File: config.mk
export PLATFORM = sky130hd
export DESIGN_NAME = local_max_filter_3x3_core
export DESIGN_NICKNAME = d
export VERILOG_FILES = /design/src/lmf_pkg.sv /design/src/lmf_line_store.sv /design/src/lmf_window_cell.sv /design/src/lmf_out_queue.sv /design/src/local_max_filter_3x3_core.sv
export SDC_FILE = /design/constraint.sdc
export NUM_CORES = 2
export LEC_CHECK = 0
export BUFFER_PORTS_ARGS = -buffer_cell sky130_fd_sc_hd__buf_2
export CAP_MARGIN = 10
export CORE_UTILIZATION = 50
export CTS_CLUSTER_SIZE = 14
export DETAILED_ROUTE_END_ITERATION = 12
export GPL_TIMING_DRIVEN = 1
export PLACE_DENSITY = 0.68
export SYNTH_ARGS = -nofsm -noshare
export SYNTH_HDL_FRONTEND = slang
export SYNTH_SLANG_ARGS = --single-unit
File: constraint.sdc
create_clock -name clk -period 6.9 [get_ports clk]
set_clock_uncertainty 0.15 [all_clocks]
set_input_delay 0.345 -clock clk [delete_from_list [all_inputs] [get_ports clk]]
set_output_delay 0.345 -clock clk [all_outputs]
set_load 0.03 [all_outputs]
File: src/lmf_pkg.sv
// Shared types and constants for the 3x3 local maximum filter.
// No dependencies; imported by every module of the block.
package lmf_pkg;

  localparam int MAX_SIDE     = 128;
  localparam int PIXEL_BITS   = 8;
  localparam int SIDE_BITS    = 8;
  localparam int COL_BITS     = $clog2(MAX_SIDE);
  localparam int OUT_DEPTH    = 4;
  localparam int OUT_PTR_BITS = $clog2(OUT_DEPTH);
  localparam int OUT_CNT_BITS = $clog2(OUT_DEPTH + 1);

  localparam logic [SIDE_BITS-1:0] SIDE_MIN   = SIDE_BITS'(3);
  localparam logic [SIDE_BITS-1:0] SIDE_MAX   = SIDE_BITS'(MAX_SIDE);
  localparam logic [SIDE_BITS-1:0] SIDE_RESET = SIDE_BITS'(MAX_SIDE);

  typedef logic [PIXEL_BITS-1:0] pixel_t;
  typedef logic [COL_BITS-1:0]   col_idx_t;

  // one window column: rows r-2, r-1, r
  typedef struct packed {
    pixel_t top;
    pixel_t mid;
    pixel_t bot;
  } column_t;

  typedef struct packed {
    pixel_t local_max;
    logic   frame_end;
  } result_t;

  function automatic pixel_t pix_max(input pixel_t a, input pixel_t b);
    return (a > b) ? a : b;
  endfunction

endpackage

File: src/lmf_line_store.sv
// Two line buffers (rows r-2 and r-1) indexed by column, registered read.
// Depends on lmf_pkg.
module lmf_line_store (
  input  logic              clk,
  input  logic              rd_en,
  input  lmf_pkg::col_idx_t rd_addr,
  input  logic              wr_en,
  input  lmf_pkg::col_idx_t wr_addr,
  input  lmf_pkg::pixel_t   wr_upper,
  input  lmf_pkg::pixel_t   wr_middle,
  output lmf_pkg::pixel_t   rd_upper,
  output lmf_pkg::pixel_t   rd_middle
);
  import lmf_pkg::*;

  pixel_t upper_mem  [MAX_SIDE];
  pixel_t middle_mem [MAX_SIDE];

  always_ff @(posedge clk) begin
    if (wr_en) begin
      upper_mem[wr_addr]  <= wr_upper;
      middle_mem[wr_addr] <= wr_middle;
    end
  end

  always_ff @(posedge clk) begin
    if (rd_en) begin
      rd_upper  <= upper_mem[rd_addr];
      rd_middle <= middle_mem[rd_addr];
    end
  end

endmodule

File: src/lmf_window_cell.sv
// One column of the 3x3 window: holds a column, passes it right on shift,
// and extends the running maximum coming from its left neighbor.
// Depends on lmf_pkg.
module lmf_window_cell (
  input  logic             clk,
  input  logic             shift,
  input  lmf_pkg::column_t col_in,
  input  lmf_pkg::pixel_t  run_in,
  output lmf_pkg::column_t col_out,
  output lmf_pkg::pixel_t  run_out
);
  import lmf_pkg::*;

  column_t col;

  always_ff @(posedge clk) begin
    if (shift) begin
      col <= col_in;
    end
  end

  assign col_out = col;
  assign run_out = pix_max(run_in, pix_max(col.top, pix_max(col.mid, col.bot)));

endmodule

File: src/lmf_out_queue.sv
// Small result queue between the filter pipeline and the output channel.
// Depends on lmf_pkg.
module lmf_out_queue (
  input  logic                                clk,
  input  logic                                rst,
  input  logic                                push,
  input  lmf_pkg::result_t                    push_data,
  input  logic                                pop,
  output logic                                not_empty,
  output lmf_pkg::result_t                    head,
  output logic [lmf_pkg::OUT_CNT_BITS-1:0]    count
);
  import lmf_pkg::*;

  result_t                 slots [OUT_DEPTH];
  logic [OUT_PTR_BITS-1:0] wr_ptr;
  logic [OUT_PTR_BITS-1:0] rd_ptr;
  logic                    do_pop;

  assign not_empty = (count != '0);
  assign do_pop    = pop && not_empty;
  assign head      = slots[rd_ptr];

  always_ff @(posedge clk) begin
    if (push) begin
      slots[wr_ptr] <= push_data;
    end
  end

  always_ff @(posedge clk) begin
    if (rst) begin
      wr_ptr <= '0;
      rd_ptr <= '0;
      count  <= '0;
    end else begin
      if (push) begin
        wr_ptr <= wr_ptr + 1'b1;
      end
      if (do_pop) begin
        rd_ptr <= rd_ptr + 1'b1;
      end
      count <= count + OUT_CNT_BITS'(push) - OUT_CNT_BITS'(do_pop);
    end
  end

endmodule

File: src/local_max_filter_3x3_core.sv
// 3x3 local maximum filter, top level.
// Depends on lmf_pkg, lmf_line_store, lmf_window_cell, lmf_out_queue.
//
// Input channel: pixel with in_valid / in_stall, one request per pixel of a
// square frame in row-major order. Output channel: local_max and frame_end
// with out_valid / out_stall. A result comes out for every pixel at row >= 2
// and column >= 2; frame_end marks the last result of the frame.
// cfg_write / cfg_data set the image side (saturated to 3..128) and restart
// the frame at row 0, column 0; write it only while the block is idle.
//
// Path: a result goes through the line buffer read at the taking edge, the
// window load and the queue write before it is shown, and it can be taken
// from then on. Throughput: one pixel per cycle sustained while in_stall is low,
// set by the line buffer read/write and the three-cell window chain.
// A 4-entry result queue decouples the output; in_stall rises only when the
// queue plus the two pipeline stages could not absorb another result.
// Reset clears the position counters, pipeline and queue and sets the side
// to 128; line buffer contents are not cleared and need no clearing pass.
module local_max_filter_3x3_core (
  input  logic                     clk,
  input  logic                     rst,
  input  logic                     cfg_write,
  input  logic [7:0]               cfg_data,
  input  logic                     in_valid,
  output logic                     in_stall,
  input  logic [7:0]               pixel,
  output logic                     out_valid,
  input  logic                     out_stall,
  output logic [7:0]               local_max,
  output logic                     frame_end
);
  import lmf_pkg::*;

  logic [SIDE_BITS-1:0] image_side;
  logic [SIDE_BITS-1:0] side_eff;
  col_idx_t             last_idx;
  col_idx_t             row_pos;
  col_idx_t             col_pos;
  col_idx_t             row_next;
  col_idx_t             col_next;
  logic                 accept;

  // stage 1: line buffer read outstanding
  logic     s1_valid;
  logic     s1_emit;
  logic     s1_last;
  col_idx_t s1_col;
  pixel_t   s1_pixel;
  pixel_t   rd_upper;
  pixel_t   rd_middle;

  // stage 2: window holds the finished neighborhood
  logic     s2_valid;
  logic     s2_last;

  column_t  new_col;
  column_t  col0;
  column_t  col1;
  column_t  col2_unused;
  pixel_t   run0;
  pixel_t   run1;
  pixel_t   win_max;

  result_t                 push_data;
  result_t                 head;
  logic                    q_not_empty;
  logic [OUT_CNT_BITS-1:0] q_count;
  logic [OUT_CNT_BITS:0]   pending;

  always_comb begin
    if (image_side < SIDE_MIN) begin
      side_eff = SIDE_MIN;
    end else if (image_side > SIDE_MAX) begin
      side_eff = SIDE_MAX;
    end else begin
      side_eff = image_side;
    end
  end

  assign last_idx = COL_BITS'(side_eff - SIDE_BITS'(1));

  assign pending  = (OUT_CNT_BITS + 1)'(q_count) + (OUT_CNT_BITS + 1)'(s1_valid)
                  + (OUT_CNT_BITS + 1)'(s2_valid);
  assign in_stall = (pending >= (OUT_CNT_BITS + 1)'(OUT_DEPTH));
  assign accept   = in_valid && !in_stall;

  always_comb begin
    row_next = row_pos;
    col_next = col_pos + 1'b1;
    if (col_pos == last_idx) begin
      col_next = '0;
      row_next = (row_pos == last_idx) ? '0 : row_pos + 1'b1;
    end
  end

  always_ff @(posedge clk) begin
    if (rst) begin
      image_side <= SIDE_RESET;
      row_pos    <= '0;
      col_pos    <= '0;
    end else if (cfg_write) begin
      image_side <= cfg_data;
      row_pos    <= '0;
      col_pos    <= '0;
    end else if (accept) begin
      row_pos <= row_next;
      col_pos <= col_next;
    end
  end

  always_ff @(posedge clk) begin
    if (rst) begin
      s1_valid <= 1'b0;
      s2_valid <= 1'b0;
    end else begin
      s1_valid <= accept;
      s2_valid <= s1_valid && s1_emit;
    end
  end

  always_ff @(posedge clk) begin
    if (accept) begin
      s1_col   <= col_pos;
      s1_pixel <= pixel;
      s1_emit  <= (row_pos >= COL_BITS'(2)) && (col_pos >= COL_BITS'(2));
      s1_last  <= (row_pos == last_idx) && (col_pos == last_idx);
    end
    if (s1_valid) begin
      s2_last <= s1_last;
    end
  end

  // consecutive pixels hit different columns, so read and write never collide
  lmf_line_store u_lines (
    .clk       (clk),
    .rd_en     (accept),
    .rd_addr   (col_pos),
    .wr_en     (s1_valid),
    .wr_addr   (s1_col),
    .wr_upper  (rd_middle),
    .wr_middle (s1_pixel),
    .rd_upper  (rd_upper),
    .rd_middle (rd_middle)
  );

  assign new_col = '{top: rd_upper, mid: rd_middle, bot: s1_pixel};

  lmf_window_cell u_cell0 (
    .clk     (clk),
    .shift   (s1_valid),
    .col_in  (new_col),
    .run_in  ('0),
    .col_out (col0),
    .run_out (run0)
  );

  lmf_window_cell u_cell1 (
    .clk     (clk),
    .shift   (s1_valid),
    .col_in  (col0),
    .run_in  (run0),
    .col_out (col1),
    .run_out (run1)
  );

  lmf_window_cell u_cell2 (
    .clk     (clk),
    .shift   (s1_valid),
    .col_in  (col1),
    .run_in  (run1),
    .col_out (col2_unused),
    .run_out (win_max)
  );

  assign push_data = '{local_max: win_max, frame_end: s2_last};

  lmf_out_queue u_queue (
    .clk       (clk),
    .rst       (rst),
    .push      (s2_valid),
    .push_data (push_data),
    .pop       (!out_stall),
    .not_empty (q_not_empty),
    .head      (head),
    .count     (q_count)
  );

  assign out_valid = q_not_empty;
  assign local_max = head.local_max;
  assign frame_end = head.frame_end;

endmodule

[Word level (Yosys, flattened, before mapping)]
Memory sizes are Yosys's and may differ from the RTL's. A register that Yosys moved wholly into a read port is not among the register bits.
Cells that the tools add are included.
Storage, ports and cells
  flip-flop bits (word level): 121
  output and inout port bits: 11
  RAM bits: 2084
  ROM bits: 0
  bits in latches: 0
  logic and storage cells: 79
  memories kept: 3
  bits of input ports: 21
Cells by class
  reduce and logical (&&, ||, !) cells: 10
  mux-type cells: 19
  multiply operators: 0
  equality and inequality tests: 2
  bitwise operators: 0
  add/sub/neg operators: 9
  order comparisons: 14
  shifts and indexed selects: 0
  div/mod/pow operators: 0
Memories
  u_lines.middle_mem: words 128, width 8, rd ports 1, clocked after memory_dff 1, wr ports 1, line lmf_line_store.sv:17  | pixel_t middle_mem [MAX_SIDE];
  u_lines.upper_mem: words 128, width 8, rd ports 1, clocked after memory_dff 1, wr ports 1, line lmf_line_store.sv:16  | pixel_t upper_mem [MAX_SIDE];
  u_queue.slots: words 4, width 9, rd ports 1, clocked after memory_dff 1, wr ports 1, line lmf_out_queue.sv:15  | result_t slots [OUT_DEPTH];
Operators by type and width (number)
  two-way mux 8 bit: 9
  > comparator 8 bit: 8
  two-way mux 7 bit: 4
  adder 7 x 1 -> 7 bit, second input constant: 2
  == test 7 bit: 2
  greater-or-equal comparator 7 x 2 -> 1 bit, second input constant: 2
  > comparator 1 x 8 -> 1 bit, first input constant: 1
  > comparator 8 bit, second input constant: 1
  less-than comparator 8 x 2 -> 1 bit, second input constant: 1
  subtractor 7 x 1 -> 7 bit, second input constant: 1
  logical AND 1 bit: 5
  adder 2 x 1 -> 2 bit, second input constant: 2
  adder 3 x 1 -> 4 bit: 1
  adder 4 x 1 -> 4 bit: 1
  greater-or-equal comparator 4 x 3 -> 1 bit, second input constant: 1
  two-way mux 1 bit: 4
  two-way mux 2 bit: 2
  adder 3 x 1 -> 3 bit: 1
  nonzero test 3 bit: 1
  subtractor 3 x 1 -> 3 bit: 1
  zero test 1 bit: 2
  AND reduction 2 bit: 1
  OR reduction 2 bit: 1

[Longest topological paths before layout]
  word-level depth: 10
  mapped depth: 38
  gate-level depth less buffers: 34

[Cells and area by module]
From an unflattened synthesis, not the netlist that was laid out.
Unflattened totals
  cell total of the unflattened synthesis: 3894
  area, all modules: 88004.4 um^2
Modules (own cells, without submodules)
  lmf_line_store: cells each 3080, times used 1, area an instance 78656.7 um^2, sequential area each 61979.4 um^2
  lmf_window_cell: cells each 164, times used 3, area an instance 1773.0 um^2, sequential area each 720.7 um^2
  local_max_filter_3x3_core: cells each 230, times used 1, area an instance 2265.9 um^2, sequential area each 1021.0 um^2
  lmf_out_queue: cells each 92, times used 1, area an instance 1762.9 um^2, sequential area each 1261.2 um^2

[Worst setup path after synthesis]
Ideal clock, no wire load.
  path type: flip-flop to flip-flop
  start: register u_cell0.col, in the netlist u_cell0.col_out[1]
  end: memory u_queue.slots[0][4] (netlist name) (data pin)
  setup slack: -0.612 ns
  setup time: 0.230 ns
  period minus slack after synthesis: 7.512 ns
  stages on the path, launching flop included: 34
  arrival: 7.132 ns
  required time: 6.520 ns
  buffers on the path: 1
  path through: edfxtp_1 -> inv_1 -> ha_1 -> nor2b_1 -> o211ai_1 -> a21oi_1 -> o22ai_1 -> mux2i_1 -> ha_1 -> a21o_1 -> a21o_1 -> a211o_1 -> a21oi_1 -> nand3_1 -> mux2i_1 -> inv_1 -> ha_1 -> a21oi_1 -> nor2b_1 -> a2111oi_0 -> a21boi_0 -> a2bb2oi_2 -> o21ai_0 -> ha_1 -> nor2b_1 -> o21a_1 -> o21ai_0 -> nand2b_1 -> a21oi_1 -> o21ai_0 -> o21ai_1 -> clkbuf_1 -> o211ai_1 -> o311ai_1
On the way
  longest elaborated chain between the ends: 10
RTL lines
  from (decl): line lmf_window_cell.sv:14  | column_t col;
  from (signal assigned): line lmf_window_cell.sv:18  | col <= col_in;
  > comparator 8 bit: line lmf_pkg.sv:33  | return (a > b) ? a : b;
  two-way mux 8 bit (*): line lmf_pkg.sv:33
  > comparator 8 bit: line lmf_pkg.sv:33
  two-way mux 8 bit (*): line lmf_pkg.sv:33
  > comparator 1 x 8 -> 1 bit: line lmf_pkg.sv:33
  two-way mux 8 bit (*): line lmf_pkg.sv:33
  > comparator 8 bit: line lmf_pkg.sv:33
  two-way mux 8 bit (*): line lmf_pkg.sv:33
  > comparator 8 bit: line lmf_pkg.sv:33
  two-way mux 8 bit (*): line lmf_pkg.sv:33
  net u_cell2.run_out[3]: line lmf_window_cell.sv:10  | output lmf_pkg::pixel_t run_out
  to (decl): line lmf_out_queue.sv:15
Mark *: on every way through the listed nets, which the timed path passes. The rest lies on a longest branch.

[Worst setup path after layout]
  start: register u_cell0.col, in the netlist u_cell0.col_out[1]
  end: memory u_queue.slots[0][3] (netlist name) (data pin)
The elaborated chain is that of the path after synthesis.

==> run_results.csv <==
group,metric,value,unit
synth,ys_types,74,
floorplan,dieArea,176000,µm²
finish,design_area,99400,µm²
finish,drive_above_1_share,32.1,%
setup_path,crit_end,"u_queue.slots[0][3]$_DFFE_PP_",
placed_design,gp_congestion,0.825,
synth,syn_nets,3878,
floorplan,die_w,420,µm
finish,final_cell_mix,"edfxtp_1, mux4_2, buf_4, clkbuf_16, nor2_1",
setup_path,crit_family,"compound AO/OA/AOI/OAI gates",
drt,drt-vias-per-instance,6.13,
synth,synthTopCellsByArea,"edfxtp_1, mux4_2, ha_1, dfxtp_1, nor2_1",
drt,dr.max_layer_used,"met5",
min_path,hp-class,"input pin to flip-flop",
drt,drt-pass1-iter-count,5,
synth,ys_seq_area_share,76.1,%
cts,clock_latency,0.84,ns
placed_design,place_hpwl,114,mm
power,seq_power_share,51.8,%
floorplan,io_pins,32,
setup_path,crit_path_end_kind,"flip-flop",
setup_path,cp_slowest_cell,"edfxtp_1",
power,p_sw,6.87,mW
finish,area_growth,14.0,%
finish,finalNetCount,4279,
global_routing,grt_max_degree,117,
power,ir_drop,287,µV
cts,path_clk_slew,0.07,ns
setup_path,timing.critical_path.buf_inv,4,
drt,drc,0,
global_routing,grt_pass1_vias,41200,
synth,syn_inst,3782,
setup_path,reg2regPathDepth,34,
cts,clk_path_buf_depth,3,
setup_path,reg2reg_slack,0.07,ns
power,p_comb_share,11.2,%
drt,postRouteAntennaNets,0,
drt,wl_met1,79.8,mm
drt,post_drt_wl_per_cell,29.9,µm
synth,async_flop_share,0,%
power,clock_power_share,37.0,%
setup_path,start_kind,"flip-flop",
synth,yosys.area.top_type,"edfxtp_1",
floorplan,die_h,420,µm
drt,drt_wl_total,199,mm
run_status,status,"finished clean",
setup_path,r2r_end,"u_queue.slots[0][3]$_DFFE_PP_",
timing,maxSlewViolCount,0,
floorplan,core,172000,µm²
synth,synthMuxAreaShare,18.2,%
drt,drt_iter0_markers,4749,
synth,ys_ff_latch,2223,
power,swShare,22.9,%
timing,rsz0062_at_grt,"true",
global_routing,grt_first_pass_wirelength,288,mm
synth,synth-simple-area-share,1.70,%
run,drv_cap,0,
drt,wl_met3,18.3,mm
synth,synth_compound_area_share,1.42,%
power,total_power,30.0,mW
placed_design,place_area,91900,µm²
setup_path,crit_fanout,7,
timing,max_freq,146,MHz
setup_path,path_class,"flip-flop to flip-flop",
finish,n_fill_cell,12200,
timing,finalSetupViolCount,0,
setup_path,rr_startpoint,"u_cell0.col_out[1]$_DFFE_PP_",
finish,fin_util,57.6,%
timing,finalCritPeriodShare,98.9,%
synth,synth_warnings,0,
placed_design,io_buffers,31,
setup_path,cpMostUsedCell,"a21oi_2",
setup_path,critPathArrivalTime,7.22,ns
cts,cts_tree,"done",
synth,syn_area,87300,µm²
cts,cts_sinks,2223,
power,intPower,23.1,mW
timing,worst_slew_pin_slew,1.23,ns
finish,final_common_cell,"edfxtp_1",
synth,synth_top_family_by_area,"multiplexers",
synth,syn_avg_cell_area,23.1,µm²
drt,vias,40900,
cts,root_buffer,"clkbuf_16",
cts,numCtsBuffers,210,
floorplan,rows,152,
power,powerDensity,302,nW/µm²
synth,synth_edf_count,2190,
timing,finalHoldViolCount,0,
power,leakagePower,30.7,nW
global_routing,grt_use_total,23.0,%
global_routing,antenna_found_initial,18,
synth,synth_fa_ha_area_share,1.08,%
synth,synth_flop_cell,"edfxtp_1",
floorplan,initial_core_util,50.6,%
synth,netlist.area_leader.share,75.4,%
drt,wl_met2,94.8,mm
setup_path,path_depth,34,
timing,period_needed,6.83,ns
setup_path,crit_required,7.30,ns
timing,slew_headroom,18.2,%
cts,htree_levels,4,
global_routing,grt-ovfl-total,0,
setup_path,crit_path_start,"u_cell0.col_out[1]$_DFFE_PP_",
synth,synth_xor_area_share,0.277,%
setup_path,slowest_delay,0.40,ns
## worst register-to-register path, delay by kind of cell, from the launching register on
family / cells / cell delay, ns
simple gates: 5 / 0.58
buf+inv: 4 / 0.55
fa+ha+maj: 4 / 1.03
flops: 1 / 0.40
compound gates: 19 / 3.33
mux: 2 / 0.52
## registers in the layout, indices dropped and copies added, names as in the netlist, named ones only
| register | flops |
|---|---|
| u_lines.rd_middle | 8 |
| u_cell1.col_out | 24 |
| u_queue.count | 3 |
| u_lines.upper_mem | 1024 |
| col_pos | 7 |
| s1_emit | 1 |
| s2_last | 1 |
| u_queue.slots | 36 |
| u_lines.rd_upper | 8 |
| u_cell0.col_out | 24 |
| s1_last | 1 |
| s1_col | 7 |
| image_side | 8 |
| u_lines.middle_mem | 1024 |
| u_queue.rd_ptr | 2 |
| s1_pixel | 8 |
| s1_valid | 1 |
| s2_valid | 1 |
| row_pos | 7 |
| u_queue.wr_ptr | 2 |
| u_cell2.col_out | 24 |
## worst min-delay path by stage
stage	startpoint	endpoint	cells past startpoint
4_1_cts	pixel[2]	s1_pixel[2]$_DFFE_PP_	2
5_1_grt	pixel[2]	s1_pixel[2]$_DFFE_PP_	2
6_report	pixel[2]	s1_pixel[2]$_DFFE_PP_	2
3_3_place_gp	u_lines.rd_upper[6]$_DFFE_PP_	u_cell0.col_out[22]$_DFFE_PP_	0
3_5_place_dp	u_lines.rd_upper[5]$_DFFE_PP_	u_cell0.col_out[21]$_DFFE_PP_	0
2_1_floorplan	s1_last$_DFFE_PP_	s2_last$_DFFE_PP_	0
## cells by family (layout without fill, tap and decap cells)
logic type / after synthesis / count (layout)
other cells: 0 / 3
fa+ha+maj: 75 / 75
simple gates: 318 / 318
mux: 736 / 736
flops: 2223 / 2223
xor+xnor: 26 / 26
compound gates: 163 / 163
buf+inv: 241 / 814
## layer usage
metal | track usage [%] | up-vias
met4 | 7.84 | 8
met2 | 35.2 | 1754
li1 | - | 16900
met3 | 5.86 | 309
met1 | 32.3 | 21900
met5 | 0 | -
## power groups by stage
stage / registers [mW] / logic [mW] / clock network [mW]
3_5_place_dp: 15.8 / 2.98 / 0
5_1_grt: 15.6 / 3.61 / 11.8
6_report: 15.5 / 3.36 / 11.1
3_3_place_gp: 15.8 / 2.91 / 0
2_1_floorplan: 16.0 / 1.72 / 0
4_1_cts: 15.6 / 3.07 / 11.3
## final cells by class
cell class	instances	area (µm²)	area share (%)
antenna	3	7.51	0.00755
clock buffer	283	5700	5.73
clock inverter	101	861	0.866
inverter	60	225	0.227
multi-input combinational	1318	20300	20.4
sequential	2223	66400	66.8
tap	2310	2890	2.91
timing repair buffer	370	3030	3.05
## what timing repair did
action,in CTS,in global routing
resized for setup,16,54
pin swaps,5,18
setup endpoints to repair,32,32
cloned,0,1
hold endpoints to repair,29,0
buffers inserted,8,9
hold buffers,36,0
## cell usage after synthesis (9+ instances only)
cell / instances
a21boi_0: 9
a21o_1: 19
a21oi_1: 25
buf_1: 35
buf_2: 39
clkbuf_1: 98
dfxtp_1: 33
edfxtp_1: 2190
ha_1: 74
inv_1: 60
mux2_2: 16
mux2i_1: 38
mux4_2: 681
nand2_1: 41
nand2b_1: 12
nand3_1: 19
nand4_1: 16
nor2_1: 169
nor2b_1: 15
nor3_1: 13
o211ai_1: 19
o21a_1: 10
o21ai_0: 24
xnor2_1: 12
xor2_1: 13
## per-stage QoR
step           setup WS, ns  std cells  TNS (ns)  hold WS [ns]
3_3_place_gp        -0.0820       6226    -0.875         0.251
5_1_grt              -0.257       6665     -6.92        0.0584
2_1_floorplan       0.00209       3782         0         0.250
4_1_cts              0.0420       6654         0        0.0179
6_report             0.0725       6668         0         0.103
3_5_place_dp         -0.183       6226     -4.71         0.255
Note: power is estimated with default switching activity, not from simulation.
